## src/design/bqs_cell.sv

```systemverilog
// ----------------------------------------------------------------------------
// bqs_cell
// one histogram bin: counts matching samples, shifts toward the chain head
// during the rank scan
// ----------------------------------------------------------------------------
module bqs_cell #(
   parameter int CNT_W = 13
) (
   input  logic             clock,
   input  logic             reset,
   input  logic             hit,
   input  logic             shift,
   input  logic [CNT_W-1:0] shift_in,
   output logic [CNT_W-1:0] count
);

   logic [CNT_W-1:0] count_ff;
   logic [CNT_W-1:0] count_in;

   // shift wins over counting; the two never overlap
   always_comb begin
      if (shift) begin
         count_in = shift_in;
      end else if (hit) begin
         count_in = count_ff + CNT_W'(1);
      end else begin
         count_in = count_ff;
      end
   end

   always_ff @(posedge clock) begin
      if (reset) begin
         count_ff <= '0;
      end else begin
         count_ff <= count_in;
      end
   end

   assign count = count_ff;

endmodule

```

## config.mk

```make
export PLATFORM = sky130hd
export DESIGN_NAME = bqs_cell
export DESIGN_NICKNAME = d
export VERILOG_FILES = /design/src/design/bqs_cell.sv
export SDC_FILE = /design/constraint.sdc
export NUM_CORES = 1
export LEC_CHECK = 0
export BUFFER_PORTS_ARGS = -buffer_cell sky130_fd_sc_hd__clkbuf_2
export CAP_MARGIN = 0
export CORE_ASPECT_RATIO = 0.75
export CORE_MARGIN = 2
export CORE_UTILIZATION = 40
export CTS_CLUSTER_DIAMETER = 30
export DETAILED_ROUTE_END_ITERATION = 7
export PLACE_DENSITY = 0.72
export SYNTH_ARGS = -nofsm -noshare
export SYNTH_HDL_FRONTEND = slang
export SYNTH_SLANG_ARGS = --single-unit
```

## constraint.sdc

```tcl
create_clock -name clock -period 1.9 [get_ports clock]
set_input_delay 0.095 -clock clock [delete_from_list [all_inputs] [get_ports clock]]
set_output_delay 0.095 -clock clock [all_outputs]
set_load 0.005 [all_outputs]
```

-- Word level (Yosys, flattened, before mapping)
Cells that the tools add are included.
- bits in registers: 13
- input port bits: 17
- logic and storage cells: 5
- add/sub/neg operators: 1
- mux-type cells: 2
- reductions and logical operators: 1
- operator list (kind ; number):
    $mux W13 ; 2
    $add A13 B1 Y13 const B ; 1
    $reduce_bool A2 Y1 ; 1

-- Logic depth before layout (Yosys ltp)
Gate-level depths: netlist (run 1).
- word-level depth: 3
- mapped depth: 5
- mapped depth without buffers: 5

-- Worst setup path before layout (run 1)
OpenSTA, ideal clock, no wires.
- kind: register -> register
- start: register count_ff[0] (netlist: count[0])
- end: register count_ff[8] (netlist: count[8])
- library setup time: 115 ps
- arrival: 1262 ps
- setup slack: 523 ps
- cell stages (with the launch flop): 6
- path buffers: 0
- period minus slack after synthesis: 1377 ps
- cells stage by stage: dfxtp_1 ha_1 nand4_2 nor3_2 xor2_1 o21a_1
- cells in the longest elaborated chain, start to end: 3
- RTL lines (element ; line ; source):
    start, declared ; 17 ; logic [CNT_W-1:0] count_ff;
    start signal, assigned ; 35 ; count_ff <= count_in;
    $add A13 B1 Y13 ; 25 ; count_in = count_ff + CNT_W'(1);
    $mux W13 ; 24 ; end else if (hit) begin
    $mux W13 ; 22 ; if (shift) begin
No other way between the ends. The select of a mux whose other input is x is not followed.
A chain may end at the register's enable or synchronous reset.

-- Final worst setup path (run 1)
Ends and elaborated chain as after synthesis.

==> metrics.csv, run 1 <==
stage,metric,value,unit
placement,port_buffers,29,
pwr,p_sw,0.173,mW
global_route,grt_start_max_net_pins,25,
synth,ys_types,23,
synth,synth_compound_area_share,13.5,%
cells_and_area,largest_reg_flops,13,
worst_setup_path,r2r-start,count[0],
drt,met2_length,772,um
pwr,power_density,626,nW/um^2
worst_setup_path,path_max_fanout,5,
pwr,p_leak,0.436,nW
worst_setup_path,rr_endpoint,count[8],
synth,synth_simple_gate_area_share,26.9,%
synth,syn_inst,90,
cells_and_area,final_area,957,sq um
clock_network,post-cts-setup-buffers,0,
drt,drt_first_pass_iters,5,
drt,antenna_left,0,
worst_setup_path,crit_required,2.08,ns
clock_network,cts_buffer_depth,2,
pwr,peakVddDrop,0.374,mV
synth,postSynthAreaPerCell,8.62,sq um
cells_and_area,final_common_cell,clkbuf_2,
sta,final-setup-viol-count,0,
cells_and_area,diodes,0,
synth,synth-seq-cells,13,
worst_setup_path,cp.arrival,1.70,ns
pwr,p_comb_share,17.7,%
placement,hpwl,1270,um
sta,finalCriticalPeriod,1.53,ns
drt,drt_iter0_drc,3,
clock_network,cts_made_buffers,3,
global_route,grt-ovfl-total,0,
synth,synth-xor-area-share,13.5,%
sta,skew,0.00176,ns
flow_run,maxCapViolCount,0,
sta,maxSlewHeadroom,67.5,%
pwr,seq_power_share,53.0,%
cells_and_area,drive_above_1_share,32.8,%
sta,rsz0062_at_grt,no,
global_route,grt_pass1_vias,640,
clock_network,cts_tree,yes,
synth,muxShareOfSynthArea,5.16,%
global_route,grt_pass1_wl,2930,um
clock_network,clock_latency,0.28,ns
clock_network,h-tree-depth,1,
sta,tightest_slew,0.488,ns
sta,final_max_slew_viol_count,0,
cells_and_area,area_growth,23.4,%
synth,synth_adder_area_share,1.61,%
drt,drt-met1-wl,818,um
synth,synth_area,776,sq um
drt,met3_length,123,um
floorplan,core_region_area,1770,sq um
synth,ys_seq_area_share,33.5,%
worst_setup_path,critPathCaptureType,register,
worst_setup_path,setup.worst_path.start,count[0],
hold_path,hold_class,in2reg,
sta,min_period_over_period,80.3,%
cells_and_area,fin_util,54.0,%
synth,synth_top_family_by_area,simple AND/OR/NAND/NOR gates,
drt,drc_errors,0,
clock_network,ctsHoldBuffers,0,
pwr,p_int,0.426,mW
cells_and_area,nNetsFinal,138,
worst_setup_path,critPathKind,reg2reg,
worst_setup_path,crit_path_end,count[8],
outcome,status,"finished, final reports clean",
floorplan,start_util,43.8,%
drt,dr_total_vias,719,
placement,gp_congestion,0.717,
sta,tns,0,ns
floorplan,rows,13,
floorplan,die_x,54.9,um
drt,wl,1730,um
worst_setup_path,ff2ff_path_depth,5,
cells_and_area,layout_common_cells,"clkbuf_2 (29), dfxtp_1 (13), a21oi_1 (10)",
global_route,grt.total_usage,17.6,%
drt,wl_per_cell,12.2,um
synth,synth_warnings,0,
pwr,switching_share,28.9,%
clock_network,clk_pin_slew,0.08,ns
synth,syn_nets,108,
sta,hold_violations,0,
clock_network,cts_sinks,13,
floorplan,dieHeight,42.1,um
sta,holdWs,0.0453,ns
drt,vias_per_cell,5.10,
clock_network,ctsRootBufferMaster,clkbuf_4,
clock_network,post_cts_resized,0,
floorplan,ios,30,
floorplan,dieArea,2310,sq um
worst_setup_path,r2r_slack,0.37,ns
pwr,clock_power_share,29.4,%
sta,timing.fmax,655,MHz
drt,top_layer_used,met4,
placement,placed_cell_area,931,sq um
worst_setup_path,critPathLaunchType,register,
global_route,antenna_found_initial,0,
[cells in the mapped netlist]
| library cell | count | share of area, % |
|---|---|---|
| a21oi_1 | 10 | 6.5 |
| buf_2 | 2 | 1.3 |
| clkbuf_1 | 2 | 0.97 |
| dfxtp_1 | 13 | 34 |
| ha_1 | 1 | 1.6 |
| inv_1 | 7 | 3.4 |
| mux2i_1 | 4 | 5.2 |
| nand2_1 | 6 | 2.9 |
| nand3_2 | 1 | 1.3 |
| nand4_1 | 2 | 1.6 |
| nand4_2 | 1 | 1.6 |
| nand4_4 | 1 | 2.7 |
| nor2_1 | 8 | 3.9 |
| nor3_1 | 5 | 3.2 |
| nor3_2 | 2 | 2.6 |
| nor3b_1 | 2 | 1.9 |
| nor4_2 | 1 | 1.6 |
| nor4_4 | 1 | 2.7 |
| o21a_1 | 4 | 3.9 |
| o22ai_1 | 4 | 3.2 |
| or3_1 | 1 | 0.81 |
| xnor2_1 | 8 | 9.0 |
| xor2_1 | 4 | 4.5 |
[per-stage QoR]
step / setup WS (ns) / cells / total power, mW
after floorplan: 0.523 / 90 / 0.383
after global placement: 0.485 / 137 / 0.425
final: 0.374 / 141 / 0.599
after global routing: 0.232 / 141 / 0.641
after detailed placement: 0.403 / 137 / 0.429
after CTS: 0.377 / 141 / 0.603
[power by group through the flow]
| stage | combinational (mW) | clock, mW | sequential [mW] |
|---|---|---|---|
| 2_1_floorplan | 0.0616 | 0 | 0.322 |
| 3_3_place_gp | 0.103 | 0 | 0.322 |
| 3_5_place_dp | 0.105 | 0 | 0.324 |
| 4_1_cts | 0.106 | 0.179 | 0.317 |
| 5_1_grt | 0.119 | 0.201 | 0.321 |
| 6_report | 0.106 | 0.176 | 0.317 |
[cell families after synthesis]
kind of cell               count (synthesis)
buffers and inverters                     11
AOI/OAI and AO/OA                         18
muxes                                      4
and+or+nand+nor                           31
xor gates and xnor gates                  12
adders and majority gates                  1
DFF                                       13
[layout make-up]
cell class                      count  area (sq um)
Tap cell                           22          27.5
Inverter                            7          26.3
Timing Repair Buffer               29           145
Multi-Input combinational cell     66           472
Sequential cell                    13           260
Fill cell                         166           816
Clock buffer                        4          26.3
[per-layer routing]
metal,GRT usage [%],vias to the layer above
li1,-,373
met1,22.9,322
met2,26.7,22
met3,8.21,2
met4,3.00,0
met5,0,-
[worst max-delay path: stages (launching register included)]
cell and delay (ns):
dfxtp_1 0.45, ha_1 0.25, nand4_2 0.22, nor3_2 0.25, xor2_1 0.09, o21a_1 0.17
[worst min path at each step]
stage / cells after the start / to / startpoint
CTS: 3 / count[2] / shift_in[2]
global placement: 3 / count[1] / shift_in[1]
global route: 3 / count[1] / shift_in[1]
detailed placement: 3 / count[2] / shift_in[2]
finish: 3 / count[2] / shift_in[2]
floorplan: 2 / count[1] / shift_in[1]
Note: power is estimated with default switching activity, not from simulation.
==> run 2: changes to the inputs <==
Settings changed: PLACE_DENSITY 0.72 to 0.74.
Clock period 1.9 ns to 1.4 ns, I/O delays scaled along.
==> metrics.csv, run 2 (synthesis gave the netlist of run 1 again) <==
stage,metric,value,unit,change
clock_network,cts_sinks,13,,unchanged
floorplan,rows,13,,unchanged
drt,drt_first_pass_iters,4,,-1
floorplan,dieArea,2310,sq um,unchanged
cells_and_area,nNetsFinal,142,,+2.9%
hold_path,hold_class,in2reg,,
hold_path,hp-start,shift_in[1],,
drt,wl,1770,um,+2.4%
floorplan,start_util,43.8,%,unchanged
floorplan,ios,30,,unchanged
worst_setup_path,ff2ff_path_depth,5,,unchanged
placement,port_buffers,29,,unchanged
drt,antenna_left,0,,unchanged
clock_network,cts_made_buffers,3,,unchanged
global_route,grt_pass1_vias,710,,+11%
sta,hold_violations,0,,unchanged
hold_path,whs_endpoint,count[1],,
sta,maxSlewHeadroom,81.8,%,+14 points
placement,dp.cells,141,,+2.9%
outcome,status,"finished, final reports clean",,
cells_and_area,area_growth,28.7,%,
drt,drt_iter0_drc,8,,+5
sta,tightest_slew,0.271,ns,-0.217 ns
hold_path,holdPathStages,3,,unchanged
sta,final-setup-viol-count,0,,unchanged
clock_network,ctsRootBufferMaster,clkbuf_4,,
placement,hpwl,1380,um,+8.8%
sta,min_period_over_period,93.5,%,+13 points
worst_setup_path,cp.arrival,1.49,ns,-0.21 ns
clock_network,h-tree-depth,1,,unchanged
worst_setup_path,r2r-start,count[0],,
cells_and_area,largest_reg_flops,13,,unchanged
placement,gp_congestion,0.737,,+2.7%
sta,skew,0.00231,ns,+0.000550 ns
cells_and_area,diodes,0,,unchanged
pwr,power_density,828,nW/um^2,+32%
worst_setup_path,rr_endpoint,count[8],,
worst_setup_path,critPathLaunchType,register,,
sta,finalCriticalPeriod,1.31,ns,-0.216 ns
global_route,grt-ovfl-total,0,,unchanged
global_route,grt.total_usage,18.3,%,+0.72 points
clock_network,cts_buffer_depth,2,,unchanged
worst_setup_path,path_max_fanout,4,,-1
global_route,antenna_found_initial,0,,unchanged
cells_and_area,layout_common_cells,"clkbuf_2 (29), dfxtp_1 (13), a21oi_1 (10)",,
worst_setup_path,critPathCaptureType,register,,
drt,drc_errors,0,,unchanged
drt,wl_per_cell,12.2,um,-0.39%
global_route,grt_pass1_wl,3060,um,+4.2%
cells_and_area,stdcell_count,145,,+2.8%
flow_run,maxCapViolCount,0,,unchanged
floorplan,die_x,54.9,um,unchanged
clock_network,clk_pin_slew,0.08,ns,about the same
clock_network,ctsHoldBuffers,0,,unchanged
worst_setup_path,critPathKind,reg2reg,,
worst_setup_path,r2r_slack,0.09,ns,-0.28 ns
sta,tns,0,ns,unchanged
drt,dr_total_vias,731,,+1.7%
floorplan,dieHeight,42.1,um,unchanged
pwr,p_leak,0.454,nW,+4.1%
sta,timing.fmax,764,MHz,+17%
pwr,peakVddDrop,0.623,mV,+67%
worst_setup_path,crit_required,1.58,ns,-0.50 ns
floorplan,core_region_area,1770,sq um,unchanged
sta,rsz0062_at_grt,no,,
worst_setup_path,setup.worst_path.start,count[0],,
cells_and_area,final_common_cell,clkbuf_2,,
drt,vias_per_cell,5.04,,-1.1%
clock_network,cts_tree,yes,,
cells_and_area,drive_above_1_share,35.8,%,+3.0 points
clock_network,clock_latency,0.28,ns,about the same
global_route,grt_start_max_net_pins,17,,-32%
sta,final_max_slew_viol_count,0,,unchanged
## run 2: cell types whose count changed in the layout (fill, tap and decap cells not counted), sizes merged
cell | before | now
buf | 0 | 4
## run 2: per-stage QoR
step	instance area [sq um]	setup slack, ns	util (%)	power (mW)	hold WS, ns
finish	998	0.0908	56.3	0.827	0.0244
global placement	961	0.0919	54.2	0.588	0.305
detailed placement	961	0.0456	54.2	0.595	0.308
global route	998	0.0140	56.3	0.883	0.0245
floorplan	776	0.0230	-	0.520	0.213
CTS	987	0.0266	55.7	0.834	0.0160
## run 2: routing by layer
layer | vias up | GRT usage [%] | share of wire (%) | wire length (um)
li1 | 381 | - | - | -
met1 | 324 | 23.5 | 46 | 807
met2 | 21 | 27.1 | 47 | 824
met3 | 5 | 7.86 | 6.6 | 116
met4 | 0 | 6.00 | 1.1 | 20
met5 | - | 0 | 0 | 0
## run 2: cell type report
cell class                      count  area [sq um]
Multi-Input combinational cell     66           483
Tap cell                           22          27.5
Clock buffer                        4          26.3
Timing Repair Buffer               33           175
Fill cell                         164           774
Inverter                            7          26.3
Sequential cell                    13           260
## run 2: critical path, stage by stage, from the launching register on
cell and delay, ns:
dfxtp_1 0.35, ha_2 0.23, nand4_4 0.16, nor3_2 0.23, xor2_1 0.08, o21a_1 0.16
## run 2: power by group
group / leakage [nW] / internal, mW / switching [mW]
Sequential: 0.108 / 0.394 / 0.0322
Combinational: 0.332 / 0.0836 / 0.0783
Clock: 0.0150 / 0.111 / 0.127
Total: 0.454 / 0.589 / 0.238
## run 2: worst max path at each step
stage,end,cells after the start,slack [ns]
floorplan,count[8],5,0.02
global placement,count[8],5,0.09
detailed placement,count[8],5,0.05
CTS,count[8],5,0.03
global route,count[8],5,0.01
finish,count[8],5,0.09
## run 2: repair_timing
action                                  in CTS  in global routing
endpoints found under the setup margin       0                  4
resized for setup                            0                  2
setup buffers                                0                  0
