<file path="src/design/bqs_pkg.sv">
// ----------------------------------------------------------------------------
// bqs_pkg
// shared constants, types and codes of the byte quantile select block
// ----------------------------------------------------------------------------
package bqs_pkg;

   // run length limit default
   localparam int MAX_SAMPLES = 4096;

   // sample and histogram geometry
   localparam int SAMPLE_W = 8;
   localparam int NUM_BINS = 1 << SAMPLE_W;

   // ratio registers
   localparam int RATIO_W = 16;
   localparam logic [RATIO_W-1:0] RATIO_NUM_RESET = 16'd1;
   localparam logic [RATIO_W-1:0] RATIO_DEN_RESET = 16'd2;

   // register indexes
   localparam int CSR_IDX_W = 1;
   localparam logic [CSR_IDX_W-1:0] CSR_RATIO_NUM = 1'b0;
   localparam logic [CSR_IDX_W-1:0] CSR_RATIO_DEN = 1'b1;

   // sequencer states
   typedef enum logic [4:0] {
      ST_COLLECT = 5'b00001,
      ST_CALC    = 5'b00010,
      ST_SCAN    = 5'b00100,
      ST_DRAIN   = 5'b01000,
      ST_FINISH  = 5'b10000
   } bqs_state_type;

   // control from the sequencer to the rank scan
   typedef struct packed {
      logic                start;
      logic                shift;
      logic [SAMPLE_W-1:0] bin;
   } bqs_scan_ctrl_type;

endpackage

</file>
<file path="src/design/bqs_rank_scan.sv">
// ----------------------------------------------------------------------------
// bqs_rank_scan
// running sum over the bins leaving the chain head, compared against the
// rank target without a divider: run > floor(n*num/den) iff run*den > n*num
// ----------------------------------------------------------------------------
module bqs_rank_scan #(
   parameter int CNT_W = 13
) (
   input  logic                                 clock,
   input  logic                                 reset,
   input  bqs_pkg::bqs_scan_ctrl_type           ctrl,
   input  logic [CNT_W-1:0]                     head_count,
   input  logic [CNT_W-1:0]                     run_count,
   input  logic [bqs_pkg::RATIO_W-1:0]          ratio_num,
   input  logic [bqs_pkg::RATIO_W-1:0]          ratio_den,
   output logic [bqs_pkg::SAMPLE_W-1:0]         rank_value
);

   localparam int PROD_W = CNT_W + bqs_pkg::RATIO_W;

   logic                            ratio_ge;
   logic [bqs_pkg::RATIO_W-1:0]     mden_ff;
   logic [PROD_W-1:0]               target_ff;
   logic [PROD_W-1:0]               target_in;
   logic [CNT_W-1:0]                run_ff;
   logic [CNT_W-1:0]                run_in;
   logic                            va_ff;
   logic                            vb_ff;
   logic [bqs_pkg::SAMPLE_W-1:0]    idx_a_ff;
   logic [bqs_pkg::SAMPLE_W-1:0]    idx_b_ff;
   logic [PROD_W-1:0]               prod_ff;
   logic                            found_ff;
   logic                            found_in;
   logic [bqs_pkg::SAMPLE_W-1:0]    res_ff;
   logic [bqs_pkg::SAMPLE_W-1:0]    res_in;
   logic                            hit_now;

   // rank n-1 when the ratio is not below one, else n*num over den
   assign ratio_ge  = (ratio_num >= ratio_den);
   assign target_in = ratio_ge ? (PROD_W'(run_count) - PROD_W'(1))
                               : (PROD_W'(run_count) * PROD_W'(ratio_num));

   // target and scale latched once per run
   always_ff @(posedge clock) begin
      if (ctrl.start) begin
         mden_ff   <= ratio_ge ? bqs_pkg::RATIO_W'(1) : ratio_den;
         target_ff <= target_in;
      end
   end

   // stage a: cumulative count
   always_comb begin
      if (ctrl.start) begin
         run_in = '0;
      end else if (ctrl.shift) begin
         run_in = run_ff + head_count;
      end else begin
         run_in = run_ff;
      end
   end

   // stage b: scaled cumulative count
   always_ff @(posedge clock) begin
      idx_a_ff <= ctrl.bin;
      idx_b_ff <= idx_a_ff;
      prod_ff  <= PROD_W'(run_ff) * PROD_W'(mden_ff);
   end

   // first bin whose scaled count passes the target
   assign hit_now = vb_ff && !found_ff && (prod_ff > target_ff);

   always_comb begin
      found_in = found_ff;
      res_in   = res_ff;
      if (ctrl.start) begin
         found_in = 1'b0;
      end else if (hit_now) begin
         found_in = 1'b1;
         res_in   = idx_b_ff;
      end
   end

   always_ff @(posedge clock) begin
      if (reset) begin
         run_ff   <= '0;
         va_ff    <= 1'b0;
         vb_ff    <= 1'b0;
         found_ff <= 1'b0;
      end else begin
         run_ff   <= run_in;
         va_ff    <= ctrl.shift;
         vb_ff    <= va_ff;
         found_ff <= found_in;
      end
   end

   always_ff @(posedge clock) begin
      res_ff <= res_in;
   end

   // top bin when nothing passed
   assign rank_value = found_ff ? res_ff
                     : (hit_now ? idx_b_ff : bqs_pkg::SAMPLE_W'(bqs_pkg::NUM_BINS - 1));

endmodule

</file>
<file path="config.mk">
export PLATFORM = sky130hd
export DESIGN_NAME = bqs_rank_scan
export DESIGN_NICKNAME = d
export VERILOG_FILES = /design/src/design/bqs_pkg.sv /design/src/design/bqs_rank_scan.sv
export SDC_FILE = /design/constraint.sdc
export NUM_CORES = 1
export LEC_CHECK = 0
export BUFFER_PORTS_ARGS = -buffer_cell sky130_fd_sc_hd__buf_2
export CAP_MARGIN = 20
export CORE_MARGIN = 1
export CORE_UTILIZATION = 60
export CTS_CLUSTER_SIZE = 40
export DETAILED_ROUTE_END_ITERATION = 12
export PLACE_DENSITY = 0.78
export SYNTH_ARGS = -nofsm -noshare
export SYNTH_HDL_FRONTEND = slang
export SYNTH_SLANG_ARGS = --single-unit
</file>
<file path="constraint.sdc">
create_clock -name clock -period 6.3 [get_ports clock]
set_input_delay 0.63 -clock clock [delete_from_list [all_inputs] [get_ports clock]]
set_output_delay 0.63 -clock clock [all_outputs]
set_load 0.01 [all_outputs]
</file>
Word level (Yosys, flattened, before mapping)
Index checks and enable logic that the tools add are counted.
{"block": "op_classes", "magnitude_cmp": 2, "bitwise": 1, "mux": 3, "reduce_logical": 5, "addsub": 2, "mul": 2}
{"cell": "$mul A13 B16 Y29", "count": 2}
{"cell": "$gt A29 B29 Y1", "count": 1}
{"cell": "$mux W29", "count": 1}
{"cell": "$ge A16 B16 Y1", "count": 1}
{"cell": "$mux W8", "count": 2}
{"cell": "$sub A13 B1 Y14 const B", "count": 1}
{"cell": "$add A13 B13 Y13", "count": 1}
{"cell": "$logic_and A1 B1 Y1", "count": 2}
{"cell": "$reduce_and A2 Y1", "count": 1}
{"cell": "$reduce_or A2 Y1", "count": 1}
{"cell": "$logic_not A1 Y1", "count": 1}
{"cell": "$not A1 Y1", "count": 1}
{"block": "totals", "wordCells": 25, "out_inout_bits": 8, "in_bits": 70, "ff_bits": 114}

Depth between registers and ports, before layout
{"block": "logic_depth", "depth_word": 5, "depth_mapped": 22, "ltp_nobuf": 20}

Least setup slack after synthesis
No wires, ideal clock.
{"block": "synth_timing", "path_kind": "in2reg", "from": "input run_count[3]", "to": "register target_ff[28] (data pin)", "path_slack_ns": 0.555, "required_time_ns": 6.039, "path_stages": 21, "arrival_time_ns": 5.484, "cell_sequence": "buf_2 -> clkbuf_1 -> and2_1 -> fa_1 -> inv_1 -> fa_1 -> inv_1 -> fa_1 -> inv_1 -> fa_1 -> fa_1 -> inv_1 -> ha_1 -> o21ai_0 -> o21ai_1 -> and4_4 -> o21ai_1 -> a2111oi_2 -> a221oi_2 -> xnor2_1 -> o21ai_1"}
{"block": "synth_between", "elab_chain_cells": 2, "word_cells_on_any_way": 3}
{"item": "start, declared", "line": "bqs_rank_scan.sv:13", "source": "input logic [CNT_W-1:0] run_count,"}
{"item": "$mul A13 B16 Y29 / $sub A13 B1 Y14 (equally long branches)", "line": "bqs_rank_scan.sv:41, bqs_rank_scan.sv:40"}
{"item": "$mux W29 (*)", "line": "bqs_rank_scan.sv:40", "source": "assign target_in = ratio_ge ? (PROD_W'(run_count) - PROD_W'(1))"}
{"item": "named net target_in[28]", "line": "bqs_rank_scan.sv:24", "source": "logic [PROD_W-1:0] target_in;"}
{"item": "end signal, assigned", "line": "bqs_rank_scan.sv:47", "source": "target_ff <= target_in;"}
{"item": "end, declared", "line": "bqs_rank_scan.sv:23", "source": "logic [PROD_W-1:0] target_ff;"}
Mark *: on every way through the listed nets, which the timed path passes. The rest lies on a longest branch.
A chain may end at the register's enable or synchronous reset.

Worst setup path in the final report
{"block": "layout_timing", "from": "register run_ff[2]", "to": "register prod_ff[24]"}
{"block": "layout_between", "elab_chain_cells": 1}
{"item": "start, declared", "line": "bqs_rank_scan.sv:25", "source": "logic [CNT_W-1:0] run_ff;"}
{"item": "start signal, assigned", "line": "bqs_rank_scan.sv:90", "source": "run_ff <= run_in;"}
{"item": "$mul A13 B16 Y29", "line": "bqs_rank_scan.sv:66", "source": "prod_ff <= PROD_W'(run_ff) * PROD_W'(mden_ff);"}
{"item": "end signal, assigned", "line": "bqs_rank_scan.sv:66"}
{"item": "end, declared", "line": "bqs_rank_scan.sv:31", "source": "logic [PROD_W-1:0] prod_ff;"}
Every way passes these cells.

==> summary.md <==
| Metric | Value |
|---|---|
| Syn_nets | 2684 |
| Worst Hold Depth | 1 |
| R2r startpoint | run_ff[2] |
| Synth cell types | just under 70 |
| Ys Warns | 0 |
| Drc violations | 0 |
| Fin nets | 2711 |
| Core area | 30910 um^2 |
| RSZ-0062 raised after global routing | false |
| Leak | 10.63 nW |
| Global Route Usage Sum | 28.16% |
| Global-route wire length before repair | between 70000 and 80000 um |
| Number of DRC markers in iteration 0 | 769 |
| Final ANT Viol Nets | 0 |
| Max Slew Vio Count | 0 |
| R2r worst-path depth | 18 |
| Yosys top cell by area | fa_1 |
| Fillers | 2503 |
| Fin cells | 2535 |
| Clk slew on worst S/H paths | 0.06 ns |
| DR WL/cell | 16.84 um |
| Worst-path cell chain | and2_1, fa_1, inv_1, fa_1, inv_1, fa_1, fa_1, inv_1, fa_1, inv_1, ha_1, a21oi_2, inv_1, a2111oi_4, nor2_2, a2111oi_2, o21ai_0, xor2_1 |
| Final Util | 65.58% |
| Total gr overflow | 0 |
| CP Launch Type | register |
| Initial Util | 61.49% |
| Final setup margin | 0.4400 ns |
| Fin crit share | roughly 93% |
| Placed cell count | 2503 |
| Hold Path Origin | ctrl[3] |
| N_diodes | 0 |
| DPL Wire Length | approximately 34000 um |
| Longest Clk Path Bufs | 2 |
| Leading post-synthesis cells by cell area | fa_1 33%, ha_1 14%, inv_1 9.6% |
| Worst-Margin Slew | 0.8033 ns |
| Vias per cell | about 5.6 |
| Most frequent cells in the layout | 485 x inv_1, 309 x fa_1, 269 x nand2_1 |
| # resized after CTS | 0 |
| Max Cap Violations | 0 |
| Syn avg cell area | 9.055 um^2 |
| Fraction of layout cells with a size suffix above 1 | 7.807% |
| Post-synth ARST share | 0% |
| Power Density | 335.3 nW/um^2 |
| WHS | 0.3131 ns |
| Max incr delay on CP | 0.84 ns |
| Register Area | 2813 um^2 |
| Setup CP Type | register to register |
| Crit path max-delay cell type | dfxtp_1 |
| Die area | 32390 um^2 |
| Root Driver | clkbuf_16 |
| Setup Fix Bufs, Post-CTS | 0 |
| Num Clock Sinks | 114 |
| Maximum clock frequency | 170.6 MHz |
| Pre-CTS WS | between 0.2 and 0.25 ns |
| Worst Path Max Fanout | 18 |
| Hold Vio Cnt, Final | 0 |
| Vias in the first global route | 15.16k |
| Top_reg_cell synth | dfxtp_1 |
| Cts bufs inserted | 17 |
| Skew-Pair Late Insertion Delay | between 0.4 and 0.5 ns |
| # setup viols final | 0 |
| Relative slew slack | 46.38% |
| Max IR drop VDD | 0.0003766 V |
| Routability cong. | 0.9279 |
| Initial antenna violation count | 0 |
| Crit path capture type | register |
| Commonest non-fill, non-tap cell in the layout | inv_1 |
| I/O Buffers | 77 |
| RR Endpoint | prod_ff[24] |
| Cells after Synth | 2099 |
| Synth-to-Final Area Change | 6.649% |
| CTS tree | done |
| FF+latch count, synth | 114 |
| Crit path arrival time | 6.15 ns |
| Post-Synthesis Cell Area | 19010 um^2 |
| Clk_skew | about 0.0075 ns |
| Post-synthesis sequential area ratio | 14.80% |
| Post-synth EDFFs | 53 |
| Status | completed |
| Tmin final | 5.860 ns |
| DR vias | approximately 14k |
| HP Class | input port to register |
| Hold Buf Count CTS | 0 |
| TNS Setup | 0 ns |
| Largest net degree at the start of global routing | 48 |
| Top-area cell type share of the netlist area | 32.55% |
| Floorplan row count | 64 |
| I/O pin count | 78 |
| Die Y | 180.0 um |
| # H-tree levels | 4 |
| R2R Setup Slk | between 0.4 and 0.5 ns |
| Area of the multi-input gates | 14040 um^2 |
| Drt total wl | 42690 um |
| Die width | 180.0 um |
| Hold endpoint | idx_a_ff[3] |
| CP required | between 6 and 7 ns |
| DR pass1 iterations | 5 |
[metrics by stage]
| stage | power [mW] | area, um^2 |
|---|---|---|
| 5_1_grt | 7.488 | 20270 |
| 4_1_cts | 6.789 | 20270 |
| 3_5_place_dp | 5.717 | 19660 |
| 3_3_place_gp | 5.593 | 19660 |
| 2_1_floorplan | 4.668 | 19010 |
| 6_report | 6.796 | 20270 |
[cell usage after synthesis (3+ instances only)]
library cell / n
inv_1: 485
fa_1: 309
nand2_1: 269
ha_1: 206
and2_1: 184
clkbuf_1: 68
dfxtp_1: 61
a21oi_1: 57
edfxtp_1: 53
nor2_1: 51
a21o_1: 45
o21ai_0: 44
xnor2_1: 42
xor2_1: 24
nor2b_1: 16
nand4_1: 14
o21ai_2: 11
nand3_1: 10
o21a_1: 10
mux2i_1: 9
nor3_1: 8
o21ai_1: 7
a211oi_1: 6
a21oi_2: 6
a31oi_1: 6
and2_2: 6
and3_1: 6
buf_1: 6
buf_2: 6
o21bai_1: 6
nand2b_1: 5
o211ai_1: 4
or3_1: 4
a2111oi_4: 3
a311oi_1: 3
nor4_1: 3
o211a_1: 3
or2_2: 3
[critical path, delay by kind of cell, from the launching register on]
family | cells | cell delay, ns
buf+inv | 5 | 0.38
simple gates | 2 | 0.43
flops | 1 | 0.84
xor+xnor | 1 | 0.18
compound gates | 4 | 1.17
fa+ha+maj | 6 | 2.72
[report_power, final]
group	internal (mW)	switching, mW	total, mW
registers	1.05	0.111	1.16
logic	1.91	2.73	4.63
clock network	0.664	0.340	1.00
[layout make-up]
class                   count  share of cell area [%]
repair buffers             91                   2.420
multi-input cells        1417                   69.24
inverters                 485                   8.981
well taps                 396                   2.444
flip-flops and latches    114                   13.88
clock buffers              22                   2.401
clock inverters            10                  0.6358
[state kept, by name, indices dropped and copies added (netlist names)]
register   count
mden_ff       16
prod_ff       29
idx_b_ff       8
res_ff         8
run_ff        13
found_ff       1
target_ff     29
idx_a_ff       8
vb_ff          1
va_ff          1
[cells by family after synthesis]
| kind of cell | Yosys count | share of synthesized area, % |
|---|---|---|
| mux | 9 | 0.4740 |
| compound gates | 234 | 8.709 |
| fa+ha+maj | 515 | 46.11 |
| flops | 114 | 14.80 |
| xor+xnor | 66 | 3.041 |
| simple gates | 593 | 15.52 |
| buf+inv | 568 | 11.36 |
[metal layers]
metal	routed length (um)	vias to the layer above	track usage (%)
met5	0	-	0
met3	2346	89	5.308
met4	1063	0	8.103
met1	17700	7096	34.68
li1	-	6480	-
met2	21570	425	50.21
[worst max-delay path by stage]
stage	end	slack, ns	depth (start not counted)	startpoint
after global placement	target_ff[28]	0.37	20	run_count[2]
after floorplan	target_ff[28]	0.55	21	run_count[3]
after CTS	prod_ff[24]	0.46	18	mden_ff[9]
after global routing	prod_ff[24]	0.19	18	run_ff[2]
final	prod_ff[24]	0.44	18	run_ff[2]
after detailed placement	target_ff[28]	0.23	20	run_count[2]
Power figures use the tool's default switching activity.
